[src/hw/rtl/bfr_pkg.sv]
`timescale 1ns / 1ps

package bfr_pkg;

    localparam int QUEUE_DEPTH = 16;
    localparam int ACC_WIDTH   = 32;
    localparam int PTR_W       = $clog2(QUEUE_DEPTH);
    localparam int FILL_W      = $clog2(QUEUE_DEPTH + 1);
    localparam int HELD_W      = 6;
    localparam int SHAMT_W     = 6;

    localparam logic [4:0]  MAX_GET_BITS    = 5'd24;
    localparam logic [11:0] SYNC_PATTERN_RST = 12'hFFF;

    localparam logic [1:0] CMD_PUSH  = 2'd0;
    localparam logic [1:0] CMD_GET   = 2'd1;
    localparam logic [1:0] CMD_SYNC  = 2'd2;
    localparam logic [1:0] CMD_FLUSH = 2'd3;

    localparam logic [1:0] ST_OK   = 2'd0;
    localparam logic [1:0] ST_BUSY = 2'd1;
    localparam logic [1:0] ST_OVF  = 2'd2;

    typedef enum logic [1:0] {
        PEND_NONE,
        PEND_GET,
        PEND_SYNC
    } pend_t;

    typedef enum logic [3:0] {
        S_IDLE,
        S_GET_CHK,
        S_GET_FILL,
        S_SYNC_AL1,
        S_SYNC_AL2,
        S_SYNC_CHK,
        S_SYNC_FILL,
        S_DONE
    } state_t;

    typedef enum logic [2:0] {
        OP_NONE,
        OP_CLEAR,
        OP_GET_BYTE,
        OP_EXTRACT,
        OP_ALIGN_BYTE,
        OP_ALIGN_WINDOW,
        OP_SYNC_BYTE,
        OP_SYNC_DONE
    } dp_op_t;

    typedef struct packed {
        dp_op_t      op;
        logic [4:0]  nbits;
        logic [7:0]  din;
        logic [11:0] pattern;
    } dp_ctrl_t;

    typedef struct packed {
        logic [HELD_W-1:0] held;
        logic              match;
    } dp_stat_t;

endpackage

[src/hw/rtl/bfr_ram.sv]
`timescale 1ns / 1ps

module bfr_ram #(
    parameter int WIDTH = 8,
    parameter int DEPTH = 16
) (
    input  logic                     aclk,
    input  logic                     we,
    input  logic [$clog2(DEPTH)-1:0] waddr,
    input  logic [WIDTH-1:0]         wdata,
    input  logic                     re,
    input  logic [$clog2(DEPTH)-1:0] raddr,
    output logic [WIDTH-1:0]         rdata
);

    logic [WIDTH-1:0] mem [DEPTH];

    always_ff @(posedge aclk) begin
        if (we) begin
            mem[waddr] <= wdata;
        end
        if (re) begin
            rdata <= mem[raddr];
        end
    end

endmodule

[src/hw/rtl/bfr_datapath.sv]
`timescale 1ns / 1ps

module bfr_datapath
    import bfr_pkg::*;
(
    input  logic          aclk,
    input  logic          aresetn,
    input  dp_ctrl_t      ctrl,
    output dp_stat_t      stat,
    output logic [23:0]   value
);

    logic [ACC_WIDTH-1:0] acc_reg, acc_next;
    logic [HELD_W-1:0]    held_reg, held_next;
    logic [ACC_WIDTH-1:0] shl_in, shl_out, shr_out;
    logic [SHAMT_W-1:0]   shl_amt, shr_amt;

    // Operand and amount selection for the shared shifters
    always_comb begin
        shl_in  = acc_reg;
        shl_amt = '0;
        shr_amt = '0;
        case (ctrl.op)
            OP_GET_BYTE: begin
                shl_in  = {24'd0, ctrl.din};
                shl_amt = SHAMT_W'(6'd24 - held_reg);
            end
            OP_EXTRACT: begin
                shl_amt = SHAMT_W'({1'b0, ctrl.nbits});
                shr_amt = SHAMT_W'(6'd32 - {1'b0, ctrl.nbits});
            end
            OP_ALIGN_BYTE:   shl_amt = SHAMT_W'(held_reg[2:0]);
            OP_ALIGN_WINDOW: shr_amt = SHAMT_W'(6'd32 - held_reg);
            OP_SYNC_BYTE:    shl_amt = SHAMT_W'(6'd8);
            OP_SYNC_DONE:    shl_amt = SHAMT_W'(6'd28);
            default: ;
        endcase
    end

    assign shl_out = shl_in << shl_amt;
    assign shr_out = acc_reg >> shr_amt;

    always_comb begin
        acc_next  = acc_reg;
        held_next = held_reg;
        case (ctrl.op)
            OP_CLEAR: begin
                acc_next  = '0;
                held_next = '0;
            end
            OP_GET_BYTE: begin
                acc_next  = acc_reg | shl_out;
                held_next = held_reg + HELD_W'(8);
            end
            OP_EXTRACT: begin
                acc_next  = shl_out;
                held_next = held_reg - HELD_W'({1'b0, ctrl.nbits});
            end
            OP_ALIGN_BYTE: begin
                acc_next  = shl_out;
                held_next = {held_reg[HELD_W-1:3], 3'b000};
            end
            OP_ALIGN_WINDOW: acc_next = shr_out;
            OP_SYNC_BYTE:    acc_next = {shl_out[ACC_WIDTH-1:8], ctrl.din};
            OP_SYNC_DONE: begin
                acc_next  = shl_out;
                held_next = HELD_W'(4);
            end
            default: ;
        endcase
    end

    always_ff @(posedge aclk) begin
        if (!aresetn) begin
            acc_reg  <= '0;
            held_reg <= '0;
        end else begin
            acc_reg  <= acc_next;
            held_reg <= held_next;
        end
    end

    assign stat.held  = held_reg;
    assign stat.match = ((acc_reg[15:4] & ctrl.pattern) == ctrl.pattern);
    assign value      = shr_out[23:0];

endmodule

[src/hw/rtl/bit_field_reader_with_sync_hunt_unit.sv]
`timescale 1ns / 1ps

// Bit-field reader with sync hunt. Each input word carries a command: push a
// stream byte into a 16-entry byte FIFO, get 1 to 24 bits (MSB first, counts
// above 24 saturate, zero returns zero at once), hunt for the sync word, or
// flush. The hunt drops bits to a byte boundary, then shifts in bytes until
// the bits set in sync_pattern are all ones in window bits 15..4; the low
// nibble stays behind as the next four bits. A request short of data stays
// pending and completes on a later push; a second request meanwhile is
// rejected as busy, and a push into a full FIFO returns an overflow word.
// Timing: the block takes one word at a time and is not ready while it works.
// A flush, or a push that resumes nothing, gives no result word. A get
// alternates check and fetch until enough bits are held; a hunt aligns first,
// then alternates them over up to 16 queued bytes. A check state reads a byte
// from the registered read port of the FIFO memory; a fill state shifts it in.
// The next word is taken while a finished result still waits on m_ready.

module bit_field_reader_with_sync_hunt_unit
    import bfr_pkg::*;
(
    input  logic        aclk,
    input  logic        aresetn,
    // configuration
    input  logic        cfg_wr_en,
    input  logic [11:0] cfg_wr_data,
    // request words
    input  logic        s_valid,
    output logic        s_ready,
    input  logic [1:0]  s_cmd,
    input  logic [7:0]  s_data_byte,
    input  logic [4:0]  s_bit_count,
    // result words
    output logic        m_valid,
    input  logic        m_ready,
    output logic [23:0] m_field_value,
    output logic [1:0]  m_status,
    output logic        m_sync_found
);

    state_t              state_reg, state_next;
    pend_t               pend_reg, pend_next;
    logic [PTR_W-1:0]    rd_ptr_reg, rd_ptr_next;
    logic [PTR_W-1:0]    wr_ptr_reg, wr_ptr_next;
    logic [FILL_W-1:0]   fill_reg, fill_next;
    logic [4:0]          nbits_reg, nbits_next;
    logic [11:0]         pattern_reg;
    logic [23:0]         res_value_reg, res_value_next;
    logic [1:0]          res_status_reg, res_status_next;
    logic                res_found_reg, res_found_next;
    logic                m_valid_reg, m_valid_next;
    logic [23:0]         m_value_reg;
    logic [1:0]          m_status_reg;
    logic                m_found_reg;
    logic                out_load;

    logic                ram_we, ram_re;
    logic [7:0]          ram_rdata;
    dp_ctrl_t            dp_ctrl;
    dp_stat_t            dp_stat;
    logic [23:0]         dp_value;
    logic                s_fire;

    assign s_ready = (state_reg == S_IDLE);
    assign s_fire  = s_valid && s_ready;

    function automatic logic [PTR_W-1:0] ptr_inc(input logic [PTR_W-1:0] p);
        if (p == PTR_W'(QUEUE_DEPTH - 1)) begin
            return '0;
        end
        return p + PTR_W'(1);
    endfunction

    // Byte FIFO storage
    bfr_ram #(
        .WIDTH (8),
        .DEPTH (QUEUE_DEPTH)
    ) u_queue (
        .aclk  (aclk),
        .we    (ram_we),
        .waddr (wr_ptr_reg),
        .wdata (s_data_byte),
        .re    (ram_re),
        .raddr (rd_ptr_reg),
        .rdata (ram_rdata)
    );

    // Accumulator and the shared shift unit
    bfr_datapath u_datapath (
        .aclk    (aclk),
        .aresetn (aresetn),
        .ctrl    (dp_ctrl),
        .stat    (dp_stat),
        .value   (dp_value)
    );

    // Sequencer: next state, queue bookkeeping and datapath commands
    always_comb begin
        state_next      = state_reg;
        pend_next       = pend_reg;
        rd_ptr_next     = rd_ptr_reg;
        wr_ptr_next     = wr_ptr_reg;
        fill_next       = fill_reg;
        nbits_next      = nbits_reg;
        res_value_next  = res_value_reg;
        res_status_next = res_status_reg;
        res_found_next  = res_found_reg;
        ram_we          = 1'b0;
        ram_re          = 1'b0;
        out_load        = 1'b0;
        dp_ctrl.op      = OP_NONE;
        dp_ctrl.nbits   = nbits_reg;
        dp_ctrl.din     = ram_rdata;
        dp_ctrl.pattern = pattern_reg;

        case (state_reg)
            S_IDLE: begin
                if (s_fire) begin
                    res_value_next  = '0;
                    res_status_next = ST_OK;
                    res_found_next  = 1'b0;
                    case (s_cmd)
                        CMD_FLUSH: begin
                            // drop everything but the sync pattern
                            dp_ctrl.op  = OP_CLEAR;
                            pend_next   = PEND_NONE;
                            rd_ptr_next = '0;
                            wr_ptr_next = '0;
                            fill_next   = '0;
                            nbits_next  = '0;
                        end
                        CMD_PUSH: begin
                            if (fill_reg == FILL_W'(QUEUE_DEPTH)) begin
                                res_status_next = ST_OVF;
                                state_next      = S_DONE;
                            end else begin
                                ram_we      = 1'b1;
                                wr_ptr_next = ptr_inc(wr_ptr_reg);
                                fill_next   = fill_reg + FILL_W'(1);
                                // retry whatever was waiting on data
                                if (pend_reg == PEND_GET) begin
                                    state_next = S_GET_CHK;
                                end else if (pend_reg == PEND_SYNC) begin
                                    state_next = S_SYNC_CHK;
                                end
                            end
                        end
                        default: begin
                            if (pend_reg != PEND_NONE) begin
                                res_status_next = ST_BUSY;
                                state_next      = S_DONE;
                            end else if (s_cmd == CMD_GET) begin
                                if (s_bit_count == 5'd0) begin
                                    state_next = S_DONE;
                                end else begin
                                    nbits_next = (s_bit_count > MAX_GET_BITS) ?
                                                 MAX_GET_BITS : s_bit_count;
                                    state_next = S_GET_CHK;
                                end
                            end else begin
                                state_next = S_SYNC_AL1;
                            end
                        end
                    endcase
                end
            end

            S_GET_CHK: begin
                if (dp_stat.held >= HELD_W'(nbits_reg)) begin
                    dp_ctrl.op     = OP_EXTRACT;
                    res_value_next = dp_value;
                    pend_next      = PEND_NONE;
                    nbits_next     = '0;
                    state_next     = S_DONE;
                end else if (fill_reg != '0) begin
                    ram_re      = 1'b1;
                    rd_ptr_next = ptr_inc(rd_ptr_reg);
                    fill_next   = fill_reg - FILL_W'(1);
                    state_next  = S_GET_FILL;
                end else begin
                    pend_next  = PEND_GET;
                    state_next = S_IDLE;
                end
            end

            S_GET_FILL: begin
                dp_ctrl.op = OP_GET_BYTE;
                state_next = S_GET_CHK;
            end

            S_SYNC_AL1: begin
                dp_ctrl.op = OP_ALIGN_BYTE;
                state_next = S_SYNC_AL2;
            end

            S_SYNC_AL2: begin
                dp_ctrl.op = OP_ALIGN_WINDOW;
                state_next = S_SYNC_CHK;
            end

            S_SYNC_CHK: begin
                if (dp_stat.match) begin
                    dp_ctrl.op     = OP_SYNC_DONE;
                    res_found_next = 1'b1;
                    pend_next      = PEND_NONE;
                    state_next     = S_DONE;
                end else if (fill_reg != '0) begin
                    ram_re      = 1'b1;
                    rd_ptr_next = ptr_inc(rd_ptr_reg);
                    fill_next   = fill_reg - FILL_W'(1);
                    state_next  = S_SYNC_FILL;
                end else begin
                    pend_next  = PEND_SYNC;
                    state_next = S_IDLE;
                end
            end

            S_SYNC_FILL: begin
                dp_ctrl.op = OP_SYNC_BYTE;
                state_next = S_SYNC_CHK;
            end

            S_DONE: begin
                // hold the result until the output register is free
                if (!m_valid_reg || m_ready) begin
                    out_load   = 1'b1;
                    state_next = S_IDLE;
                end
            end

            default: state_next = S_IDLE;
        endcase
    end

    always_comb begin
        m_valid_next = m_valid_reg;
        if (out_load) begin
            m_valid_next = 1'b1;
        end else if (m_ready) begin
            m_valid_next = 1'b0;
        end
    end

    always_ff @(posedge aclk) begin
        if (!aresetn) begin
            state_reg   <= S_IDLE;
            pend_reg    <= PEND_NONE;
            rd_ptr_reg  <= '0;
            wr_ptr_reg  <= '0;
            fill_reg    <= '0;
            nbits_reg   <= '0;
            pattern_reg <= SYNC_PATTERN_RST;
            m_valid_reg <= 1'b0;
        end else begin
            state_reg   <= state_next;
            pend_reg    <= pend_next;
            rd_ptr_reg  <= rd_ptr_next;
            wr_ptr_reg  <= wr_ptr_next;
            fill_reg    <= fill_next;
            nbits_reg   <= nbits_next;
            m_valid_reg <= m_valid_next;
            if (cfg_wr_en) begin
                pattern_reg <= cfg_wr_data;
            end
        end
    end

    // Result payload needs no reset
    always_ff @(posedge aclk) begin
        res_value_reg  <= res_value_next;
        res_status_reg <= res_status_next;
        res_found_reg  <= res_found_next;
        if (out_load) begin
            m_value_reg  <= res_value_reg;
            m_status_reg <= res_status_reg;
            m_found_reg  <= res_found_reg;
        end
    end

    assign m_valid       = m_valid_reg;
    assign m_field_value = m_value_reg;
    assign m_status      = m_status_reg;
    assign m_sync_found  = m_found_reg;

`ifndef SYNTHESIS
    a_fill_bound: assert property (@(posedge aclk) disable iff (!aresetn)
        fill_reg <= FILL_W'(QUEUE_DEPTH))
        else $error("byte FIFO fill count above depth");

    a_pending_starved: assert property (@(posedge aclk) disable iff (!aresetn)
        (state_reg == S_IDLE && pend_reg != PEND_NONE) |-> (fill_reg == '0))
        else $error("request left pending with bytes still queued");

    a_flush_clears: assert property (@(posedge aclk) disable iff (!aresetn)
        (s_fire && s_cmd == CMD_FLUSH) |=> (fill_reg == '0 && pend_reg == PEND_NONE))
        else $error("flush left queue or pending request behind");

    a_sync_word_clean: assert property (@(posedge aclk) disable iff (!aresetn)
        (m_valid && m_sync_found) |-> (m_field_value == '0 && m_status == ST_OK))
        else $error("sync result carries a value or a bad status");
`endif

endmodule
[config.mk]
export PLATFORM = sky130hd
export DESIGN_NAME = bit_field_reader_with_sync_hunt_unit
export DESIGN_NICKNAME = d
export VERILOG_FILES = /design/src/hw/rtl/bfr_pkg.sv /design/src/hw/rtl/bfr_ram.sv /design/src/hw/rtl/bfr_datapath.sv /design/src/hw/rtl/bit_field_reader_with_sync_hunt_unit.sv
export SDC_FILE = /design/constraint.sdc
export NUM_CORES = 1
export LEC_CHECK = 0
export ABC_CLOCK_PERIOD_IN_PS = 6400
export BUFFER_PORTS_ARGS = -buffer_cell sky130_fd_sc_hd__buf_2
export CORE_MARGIN = 1
export CORE_UTILIZATION = 50
export CTS_CLUSTER_DIAMETER = 150
export DETAILED_ROUTE_END_ITERATION = 10
export PLACE_DENSITY_LB_ADDON = 0.25
export SETUP_SLACK_MARGIN = 0.2
export SYNTH_ARGS = -nofsm -noshare
export SYNTH_HDL_FRONTEND = slang
export SYNTH_HIERARCHICAL = 1
export SYNTH_SLANG_ARGS = --single-unit
[constraint.sdc]
create_clock -name aclk -period 6.4 [get_ports aclk]
set_input_delay 0.64 -clock aclk [delete_from_list [all_inputs] [get_ports aclk]]
set_output_delay 0.64 -clock aclk [all_outputs]
set_load 0.005 [all_outputs]
==> results by group <==
Critical path
  – Most frequent cell on the critical path: a21oi_1
  – Worst-path fanout max: 18
  – Cell breakdown of the critical path: o22ai_1 -> or4_1 -> a2111oi_0 -> buf_4 -> inv_1 -> a21oi_1 -> nand2_1 -> o31ai_4 -> and3b_1 -> a21oi_1 -> ha_1 -> and3_1 -> buf_12 -> mux4_2 -> mux2i_2 -> o221ai_1 -> o21a_1 -> a221oi_1 -> nor2_1
  – CP top delay family: compound AO/OA/AOI/OAI gates
  – Slowest cell on the critical path: dfxtp_1
  – CP Class: reg2reg
  – Slowest stage delay, CP: 0.52 ns
  – R2r setup slk: 0.60 ns
  – Critical Path AT: 6.21 ns
  – Worst setup EP type: register
  – Crit path buf inv count: 3
  – Critical Path Start Type: register
  – Worst Path Required: 6.81 ns

Global routing
  – GRT Total Usage: 29.77%
  – Initial antenna violation count: 1
  – First-pass GRT wire length: 71020 um
  – Number of global-route vias before repair: 11880
  – Overflow after GRT: 0
  – Largest net degree at the start of global routing: 56

Synthesis
  – Post-synthesis compound-gate area fraction: 15.30%
  – Post-synth cell types: 102
  – Post-synthesis mux area share: 16.70%
  – Post-synthesis xor/xnor area fraction: 0.7289%
  – Async SR Flop Fraction: 0%
  – Ys flop type: edfxtp_1
  – Post-Synth Adder-Cell Area: 2.073%
  – YS warnings: 6
  – Seq/Total Area, Yosys: 46.52%
  – Synth Area in Simple Gates: 14.33%
  – Syn avg cell area: 10.93 um^2
  – #FFs+latches synth: 264
  – Post-Synthesis Cells: 1413
  – Net count after synthesis: 1470
  – Post-synth EDFFs: 190
  – Largest family of logic cells by synthesized area: multiplexers
  – Mapped cell area: 0.01545 mm^2

Placement
  – Placer Congestion: 0.9935
  – I/O Buffers: 60
  – Setup WS pre-CTS: 0.7071 ns
  – Post-DP HPWL: 33680 um

Floorplanning
  – Die W: 177.8 um
  – Die Span Y: 177.8 um
  – # IOs: 61
  – Initial Utilization: 51.44%
  – Die area: 0.03161 mm^2
  – CORE AREA: 0.03003 mm^2
  – Site Rows: 63

Clocking
  – Clock transition at the registers of the reported paths: 0.06 ns
  – Clock buffer depth: 3
  – CTS Sinks: 264
  – CTS Buf Count: 28
  – Clock Latency Late Sink: 0.57 ns
  – CTS tree: built
  – Htree depth: 1
  – Clk root buf: clkbuf_16

Routing
  – Via/cell ratio: 6.465
  – Drc violations: 0
  – Post-detailed-route count of antenna-violating nets: 0
  – Total Wirelength: 45930 um
  – 1st-iter DRT viols: 1305
  – Routed via count: 12190
  – WL per Instance: 24.36 um
  – Pre-antenna DRT Iters: 6

Pwr
  – Combinational share of power: 43.1%
  – Sequential power share: 33.4%
  – Pint: 4.078 mW
  – Peak VDD IR: 0.2622 mV
  – Leakage: 6.298 nW
  – Total net switching power: 2.889 mW
  – Pwr/cell area: 404.0 mW/mm^2
  – Sw Share: 41.47%
  – Share of power burned in the clock network: 23.5%

Layout
  – Max FFs per register: 128
  – Ant. Diodes: 0
  – Post-synthesis to final-layout area growth: 11.61%
  – Final nets: 1530
  – Share of cells above drive strength 1: 17.39%
  – Layout fillers: 2529
  – Post-layout util: 57.41%

Timing
  – Clock Skews: 0.03852 ns
  – Min cycle time layout: 5.796 ns
  – Final Worst Setup Slack: 0.6037 ns
  – Slew headroom: 22.95%
  – Slew Viols, Final: 0
  – Setup_tns: 0 ns
  – Fmax: 172.5 MHz
  – Final hold vios: 0
  – Worst slew pin tran: 1.144 ns
  – RSZ-0062 raised after global routing: no
  – Final period utilization: 90.57%
  – Worst hold slack: 0.2904 ns
  – Finish-stage setup viols: 0

Run
  – Max-cap check violation count: 0

Worst hold path
  – Hold/Removal Path Class: in2reg

Run status
  – Status: finished clean
[worst paths after layout]
check	startpoint	end	depth (start not counted)
worst max-delay path	u_datapath/acc_reg[4]	u_datapath/acc_reg[5]	19
worst min-delay path	cfg_wr_data[5]	pattern_reg[5]	3
worst max register to register	u_datapath/acc_reg[4]	u_datapath/acc_reg[5]	19
worst min register to register	res_value_reg[7]	m_field_value[7]	0
[worst min-delay path, stage by stage]
cell     delay, ns
buf_2         0.08
mux2i_1       0.05
nand2_1       0.06
[metrics by stage]
step	cell area, um^2	cells	total power, mW
floorplan	15450	1413	4.291
global placement	16300	1833	5.254
detailed placement	16300	1833	5.253
CTS	17240	1885	6.902
global route	17240	1885	7.292
finish	17240	1885	6.967
[per-layer routing]
| metal | vias up | part of all wire [%] | GRT usage (%) |
|---|---|---|---|
| met2 | 582 | 47 | 48.73 |
| met5 | - | 0.039 | 0 |
| met3 | 122 | 7.3 | 4.499 |
| met4 | 2 | 3.9 | 11.36 |
| met1 | 5931 | 42 | 39.80 |
| li1 | 5550 | - | - |
[cell type report]
type / instances / area, um^2 / area share (%)
inverters: 52 / 195.2 / 1.132
flip-flops and latches: 264 / 7188 / 41.69
multi-input cells: 1008 / 7637 / 44.29
clock inverters: 19 / 211.5 / 1.226
clock buffers: 33 / 729.5 / 4.230
repair buffers: 119 / 793.3 / 4.601
well taps: 390 / 488.0 / 2.830
[timing repair]
action | in CTS | in global routing
hold buffers | 0 | 0
setup endpoints to repair | 0 | 2
gates resized for setup | 0 | 1
buffers inserted | 0 | 0
[power by group through the flow]
stage / combinational, mW / clock, mW / sequential (mW)
2_1_floorplan: 2.07 / 0 / 2.22
3_3_place_gp: 2.90 / 0 / 2.35
3_5_place_dp: 2.90 / 0 / 2.36
4_1_cts: 2.91 / 1.67 / 2.32
5_1_grt: 3.21 / 1.74 / 2.35
6_report: 3.00 / 1.64 / 2.33
[synth_stat cells (all sizes together), types with 6 or more instances]
master | instances | share of area [%]
inv | 51 | 1.2
and3 | 6 | 0.24
a32o | 7 | 0.45
a21oi | 71 | 2.3
nor4 | 8 | 0.60
nor2 | 90 | 2.2
o21a | 6 | 0.29
dfxtp | 74 | 9.6
edfxtp | 190 | 37
nor3 | 33 | 1.1
a21o | 6 | 0.29
mux4 | 54 | 8.2
a211oi | 15 | 0.76
mux2 | 13 | 1.0
buf | 51 | 2.0
o211ai | 13 | 0.66
and2 | 42 | 1.7
nor2b | 9 | 0.36
a31oi | 17 | 0.73
a22oi | 37 | 1.8
a221oi | 7 | 0.44
mux2i | 114 | 7.5
ha | 24 | 1.9
a22o | 10 | 0.57
o221ai | 8 | 0.45
xor2 | 7 | 0.45
nand2b | 15 | 0.61
o22ai | 34 | 1.4
or2 | 6 | 0.24
a21boi | 6 | 0.29
nor3b | 6 | 0.29
nand3 | 38 | 1.2
clkbuf | 35 | 0.85
nand2 | 162 | 4.0
o21ai | 54 | 1.8
[placed cells by master (no fill, tap or decap), drive strengths merged, types with 6 or more instances in the layout]
master and instances:
nor2 90, nor3b 6, a22oi 37, edfxtp 190, o21a 6, o21ai 54
a221oi 7, and2 42, a31oi 17, a211oi 15, o22ai 34, mux2 13
a21o 6, or2 6, buf 119, a32o 7, a22o 10, nand3 38
nand2b 15, nor3 33, a21boi 6, and3 6, clkbuf 33, nor2b 9
nand2 162, inv 52, mux4 54, a21oi 71, clkinv 11, ha 24
xor2 7, o211ai 13, nor4 8, dfxtp 74, mux2i 114, o221ai 8
[logic make-up (layout without fill, tap and decap cells)]
group | Yosys count | after routing
and+or+nand+nor | 448 | 448
adders and majority gates | 25 | 25
muxes | 181 | 181
DFF | 264 | 264
AOI/OAI and AO/OA | 342 | 342
buffers and inverters | 141 | 223
xor gates and xnor gates | 12 | 12
Note: power is estimated with default switching activity, not from simulation.
